$ cat src/rtl/bpq_pkg.sv
// Shared types and constants of the bounded priority ready queue.
// No dependencies; every other file of the block but bpq_chan_if imports this package.
package bpq_pkg;

  localparam int ID_W      = 16;
  localparam int PRI_W     = 8;
  localparam int ENTRY_W   = ID_W + PRI_W;
  localparam int COUNT_O_W = 5;

  localparam logic CMD_ENQ = 1'b0;
  localparam logic CMD_DEQ = 1'b1;

  localparam logic [1:0] STATUS_OK    = 2'd0;
  localparam logic [1:0] STATUS_FULL  = 2'd1;
  localparam logic [1:0] STATUS_EMPTY = 2'd2;

  typedef struct packed {
    logic             cmd;
    logic [ID_W-1:0]  entry_id;
    logic [PRI_W-1:0] entry_priority;
  } req_item_t;

  typedef struct packed {
    logic [1:0]           status;
    logic                 out_valid;
    logic [ID_W-1:0]      out_id;
    logic [PRI_W-1:0]     out_priority;
    logic [COUNT_O_W-1:0] entry_count;
    logic                 is_empty;
  } rsp_item_t;

  typedef struct packed {
    logic fifo_mode;
  } cfg_item_t;

  typedef struct packed {
    logic in_ready;
    logic issue;
    logic fix;
    logic load;
  } ctl_cmd_t;

  typedef struct packed {
    logic accept;
    logic do_scan;
    logic scan_last;
    logic fifo;
    logic slot_free;
  } ctl_stat_t;

endpackage

$ cat src/rtl/bpq_ctrl.sv
// Sequencer of the queue: accept, scan, drain, fix-up and result load.
// Depends on bpq_pkg; drives the command struct of bpq_datapath.
module bpq_ctrl (
  input  logic               clk,
  input  logic               rst,
  input  bpq_pkg::ctl_stat_t stat,
  output bpq_pkg::ctl_cmd_t  cmd
);
  import bpq_pkg::*;

  typedef enum logic [4:0] {
    S_IDLE  = 5'b00001,
    S_SCAN  = 5'b00010,
    S_DRAIN = 5'b00100,
    S_FIX   = 5'b01000,
    S_DONE  = 5'b10000
  } state_t;

  state_t state;
  state_t state_next;

  always_ff @(posedge clk) begin
    if (rst) begin
      state <= S_IDLE;
    end else begin
      state <= state_next;
    end
  end

  always_comb begin
    state_next   = state;
    cmd          = '0;
    unique case (state)
      S_IDLE: begin
        cmd.in_ready = 1'b1;
        if (stat.accept) begin
          state_next = stat.do_scan ? S_SCAN : S_DONE;
        end
      end
      S_SCAN: begin
        cmd.issue = 1'b1;
        if (stat.scan_last) begin
          state_next = S_DRAIN;
        end
      end
      S_DRAIN: begin
        state_next = stat.fifo ? S_DONE : S_FIX;
      end
      S_FIX: begin
        cmd.fix    = 1'b1;
        state_next = S_DONE;
      end
      S_DONE: begin
        if (stat.slot_free) begin
          cmd.load   = 1'b1;
          state_next = S_IDLE;
        end
      end
      default: begin
        state_next = S_IDLE;
      end
    endcase
  end

endmodule

$ cat config.mk
export PLATFORM = sky130hd
export DESIGN_NAME = bpq_ctrl
export DESIGN_NICKNAME = d
export VERILOG_FILES = /design/src/rtl/bpq_pkg.sv /design/src/rtl/bpq_ctrl.sv
export SDC_FILE = /design/constraint.sdc
export NUM_CORES = 1
export LEC_CHECK = 0
export BUFFER_PORTS_ARGS = -buffer_cell sky130_fd_sc_hd__buf_2
export CORE_AREA = 5 5 42 44
export DETAILED_ROUTE_END_ITERATION = 8
export DIE_AREA = 0 0 47 49
export PLACE_DENSITY = 0.54
export SLEW_MARGIN = 40
export SYNTH_ARGS = -nofsm -noshare
export SYNTH_HDL_FRONTEND = slang
export SYNTH_SLANG_ARGS = --single-unit
$ cat constraint.sdc
create_clock -name clk -period 3.9 [get_ports clk]
set_input_delay 0.195 -clock clk [delete_from_list [all_inputs] [get_ports clk]]
set_output_delay 0.195 -clock clk [all_outputs]
set_load 0.01 [all_outputs]
# After elaboration in Yosys (flattened, before gate mapping)
# Cells that the tools add are included.
# op_classes
n_eq_ne	8
mux	11
n_reduce_logical	1
# ops
operator	count
5-bit two-way mux	5
5-bit case mux with 5 select lines	1
2-bit inequality test (second input constant)	3
5-bit by 1-bit == test with 1-bit output (second input constant)	1
5-bit by 2-bit == test with 1-bit output (second input constant)	1
5-bit by 3-bit == test with 1-bit output (second input constant)	1
5-bit by 4-bit == test with 1-bit output (second input constant)	1
5-bit == test (second input constant)	1
1-bit two-way mux	5
3-bit AND reduction	1
# word_totals
regBits	5
inputBits	7
output_inout_bits	4
wordCells	21

# Depth between registers and ports, before layout
# logic_depth
word_depth	3
mapped_depth	4
depth_no_buf	4

# Least setup slack after synthesis
# Ideal clock, no wire load.
# synth_path
kind	reg-to-reg
start	register state[3]
end	register state[0]
setup_time_ns	0.072
t_arrival_ns	1.453
t_required_ns	3.828
path_slack_ns	2.375
stages_incl_launch_ff	5
n_path_buf	0
synth_period_minus_slack_ns	1.525
cell_sequence	dfxtp_1 -> or3_1 -> or4b_4 -> o311ai_4 -> mux2i_1
# synth_between
elab_chain_len	3
elab_cells_between_ends	10
cone_classes	eq/ne (8); mux (1); reduce/logical (1)
# synth_lines
item	line	rtl
start: declaration	bpq_ctrl.sv:19	state_t state;
start signal: assignment	bpq_ctrl.sv:26	state <= state_next;
5-bit by 1-bit == test with 1-bit output (tied with other cells)	bpq_ctrl.sv:33	unique case (state)
2-bit inequality test (no source line)	--	
3-bit AND reduction (no source line)	--	
# Parallel ways exist; a longest one is shown, timed or not.
# A chain may end at the register's enable or synchronous reset.

# Final worst setup path
# Ends and elaborated chain as after synthesis.

==> impl_metrics.toml <==
[run_status]
status = "completed"

[routing]
vias = 333
drc = 0
wl_per_cell_um = 12.9
vias_per_cell = 5.05
drtIter0Drc = 8
ant_nets = 0
drt_wl_total_um = 849
dr.pass1.iters = 4

[timing]
max_slew_margin_pct = 74.0
rsz0062_at_grt = "false"
final-setup-viol-count = 0
drv_slew = 0
fin_skew_ps = 6.55
fmax_mhz = 626
setup_tns_ps = 0
worst_slew_pin_slew_ps = 389
final.setup.worst_slack_ps = 2300
fin_crit_ps = 1600
finalCritPeriodShare_pct = 41.0
hold_viol = 0
hold_ws_ps = 124

[cts]
cts_tree = "done"
cts_root_buffer = "clkbuf_4"
clockBufferDepth = 2
h-tree-depth = 1
post_cts_resized = 0
worstSkewPairLatency_ps = 250
clkSinkCount = 5
numCtsBuffers = 3
hold_buffers = 0
post-cts-setup-buffer-count = 0
clkTransAtPathRegs_ps = 50

[cells_and_area]
regMostFlops = "state"
drive_above_1_share_pct = 34.0
syn2layout_area_growth_pct = 29.7
antennaDiodeCount = 0
fin_nets = 58
largest_reg_flops = 5
top_regs = "state x5"

[critical_path]
r2r_cells = 4
crit_path_start_kind = "flip-flop"
critical_path.max_fanout = 5
arrival_ps = 1770
worstPathRequired_ps = 4070
r2r_start = "state[3]"
critPathKind = "reg -> reg"
endpoint_kind = "flip-flop"
rr_endpoint = "state[0]"
regToRegSetupSlack_ps = 2300

[synthesis]
synth_area_leaders = "dfxtp_1 (31%), o311ai_4 (8.1%), nor2_1 (4.6%)"
ys_seq_area_share_pct = 30.9
synthAdderAreaFrac_pct = 0
synth_top_area_cell = "dfxtp_1"
synth.avg_cell_area_sq_um = 9.00
yosysWarnings = 0
syn_inst = 36
synth_simple_gate_area_share_pct = 36.3
synth_compound_area_share_pct = 26.3
post_synth_mux_area_share_pct = 3.09
synth_cell_types = 25
synth-xor-area-share_pct = 0
post-synth-top-area-fraction_pct = 30.9
synth_top_family_by_area = "simple AND/OR/NAND/NOR gates"
syn_area_sq_um = 324
syn_nets = 43
synth-seq-cells = 5

[grt]
grt_pass1_vias = 315
grtUsageTotal_pct = 8.59
grt_first_pass_wirelength_mm = 1.41
grt_max_degree = 8
gr-total-overflow = 0
antenna_found_initial = 0

[min_path]
min_delay_path_depth = 2
hp-start = "stat[1]"
holdCritPathClass = "in -> reg"
holdPathEnd = "state[3]"

[pwr]
ir_drop_mv = 0.156
total_power_uw = 196
power_density_nw_per_um2 = 467
p_leak_uw = 0.000187

[floorplan]
die_h_um = 49
dieWidth_um = 47
design.die.area_sq_um = 2300
coreArea_sq_um = 1400
rows = 14
ios = 11
start_util_pct = 23.1

[placed_design]
post-dp-hpwl_um = 679
place_ws_ps = 2310
portBuffers = 10
routabilityCongestion = 0.737

[job]
cap_viol_max_count = 0
==> layer usage <==
layer | global-route usage [%] | vias up | part of all wire (%)
li1 | - | 166 | -
met1 | 11.0 | 152 | 44
met2 | 11.5 | 11 | 46
met3 | 3.32 | 4 | 6.0
met4 | 5.53 | 0 | 2.9
met5 | 0 | - | 0
==> how the worst max path moves through the flow <==
stage,slack [ps],start,endpoint
after floorplan,2380,state[3],state[0]
after global placement,2320,state[3],state[0]
after detailed placement,2310,state[3],state[0]
after CTS,2300,state[3],state[0]
after global routing,2230,state[3],state[0]
final,2300,state[3],state[0]
==> synth_stat cells (all sizes together) <==
cell type	count
nand3	1
and3	1
mux2i	1
a211oi	1
or3	2
or2b	2
o22ai	1
nor3b	1
nand2	2
nand3b	1
or4b	1
and4b	1
nor2	4
o311ai	2
nor4	1
a21oi	2
o21a	1
o31a	1
o32a	1
inv	3
nor3	1
dfxtp	5
==> report_power, final <==
part / total, uW / internal, uW / switching, uW / leakage (uW)
Combinational: 68.7 / 34.4 / 34.3 / 0.000131
Sequential: 66.0 / 57.7 / 8.29 / 0.0000408
Clock: 61.5 / 38.8 / 22.8 / 0.0000150
Total: 196 / 131 / 65.3 / 0.000187
==> cell families after synthesis <==
| group | Yosys count |
|---|---|
| simple gates | 18 |
| compound gates | 9 |
| flops | 5 |
| mux | 1 |
| buf+inv | 3 |
==> per-stage QoR <==
step / std cells / utilization (%) / area [sq um]
floorplan: 36 / - / 324
global route: 66 / 30.0 / 420
finish: 66 / 30.0 / 420
detailed placement: 62 / 28.1 / 394
global placement: 62 / 28.1 / 394
CTS: 66 / 30.0 / 420
==> final cells by class <==
type | instances | area, sq um
inverters | 3 | 11.3
fillers | 160 | 981
multi-input cells | 28 | 213
well taps | 16 | 20.0
repair buffers | 10 | 50.0
clock buffers | 4 | 26.3
flip-flops and latches | 5 | 100
==> critical path, cell delays in order (launching register included) <==
cell,delay [ps]
dfxtp_1,340
or3_1,390
or4b_4,520
o311ai_4,80
mux2i_1,200
==> cells in the final DEF, fill, tap and decap left out, drive strengths merged <==
cell / netlist / routed
nand3: 1 / 1
or4b: 1 / 1
or3: 2 / 2
nand3b: 1 / 1
o311ai: 2 / 2
o21a: 1 / 1
dfxtp: 5 / 5
buf: 0 / 10
and3: 1 / 1
o31a: 1 / 1
mux2i: 1 / 1
nor4: 1 / 1
inv: 3 / 3
nor2: 4 / 4
a211oi: 1 / 1
nor3b: 1 / 1
or2b: 2 / 2
a21oi: 2 / 2
o22ai: 1 / 1
nand2: 2 / 2
clkbuf: 0 / 4
nor3: 1 / 1
o32a: 1 / 1
and4b: 1 / 1
Note: power is estimated with default switching activity, not from simulation.
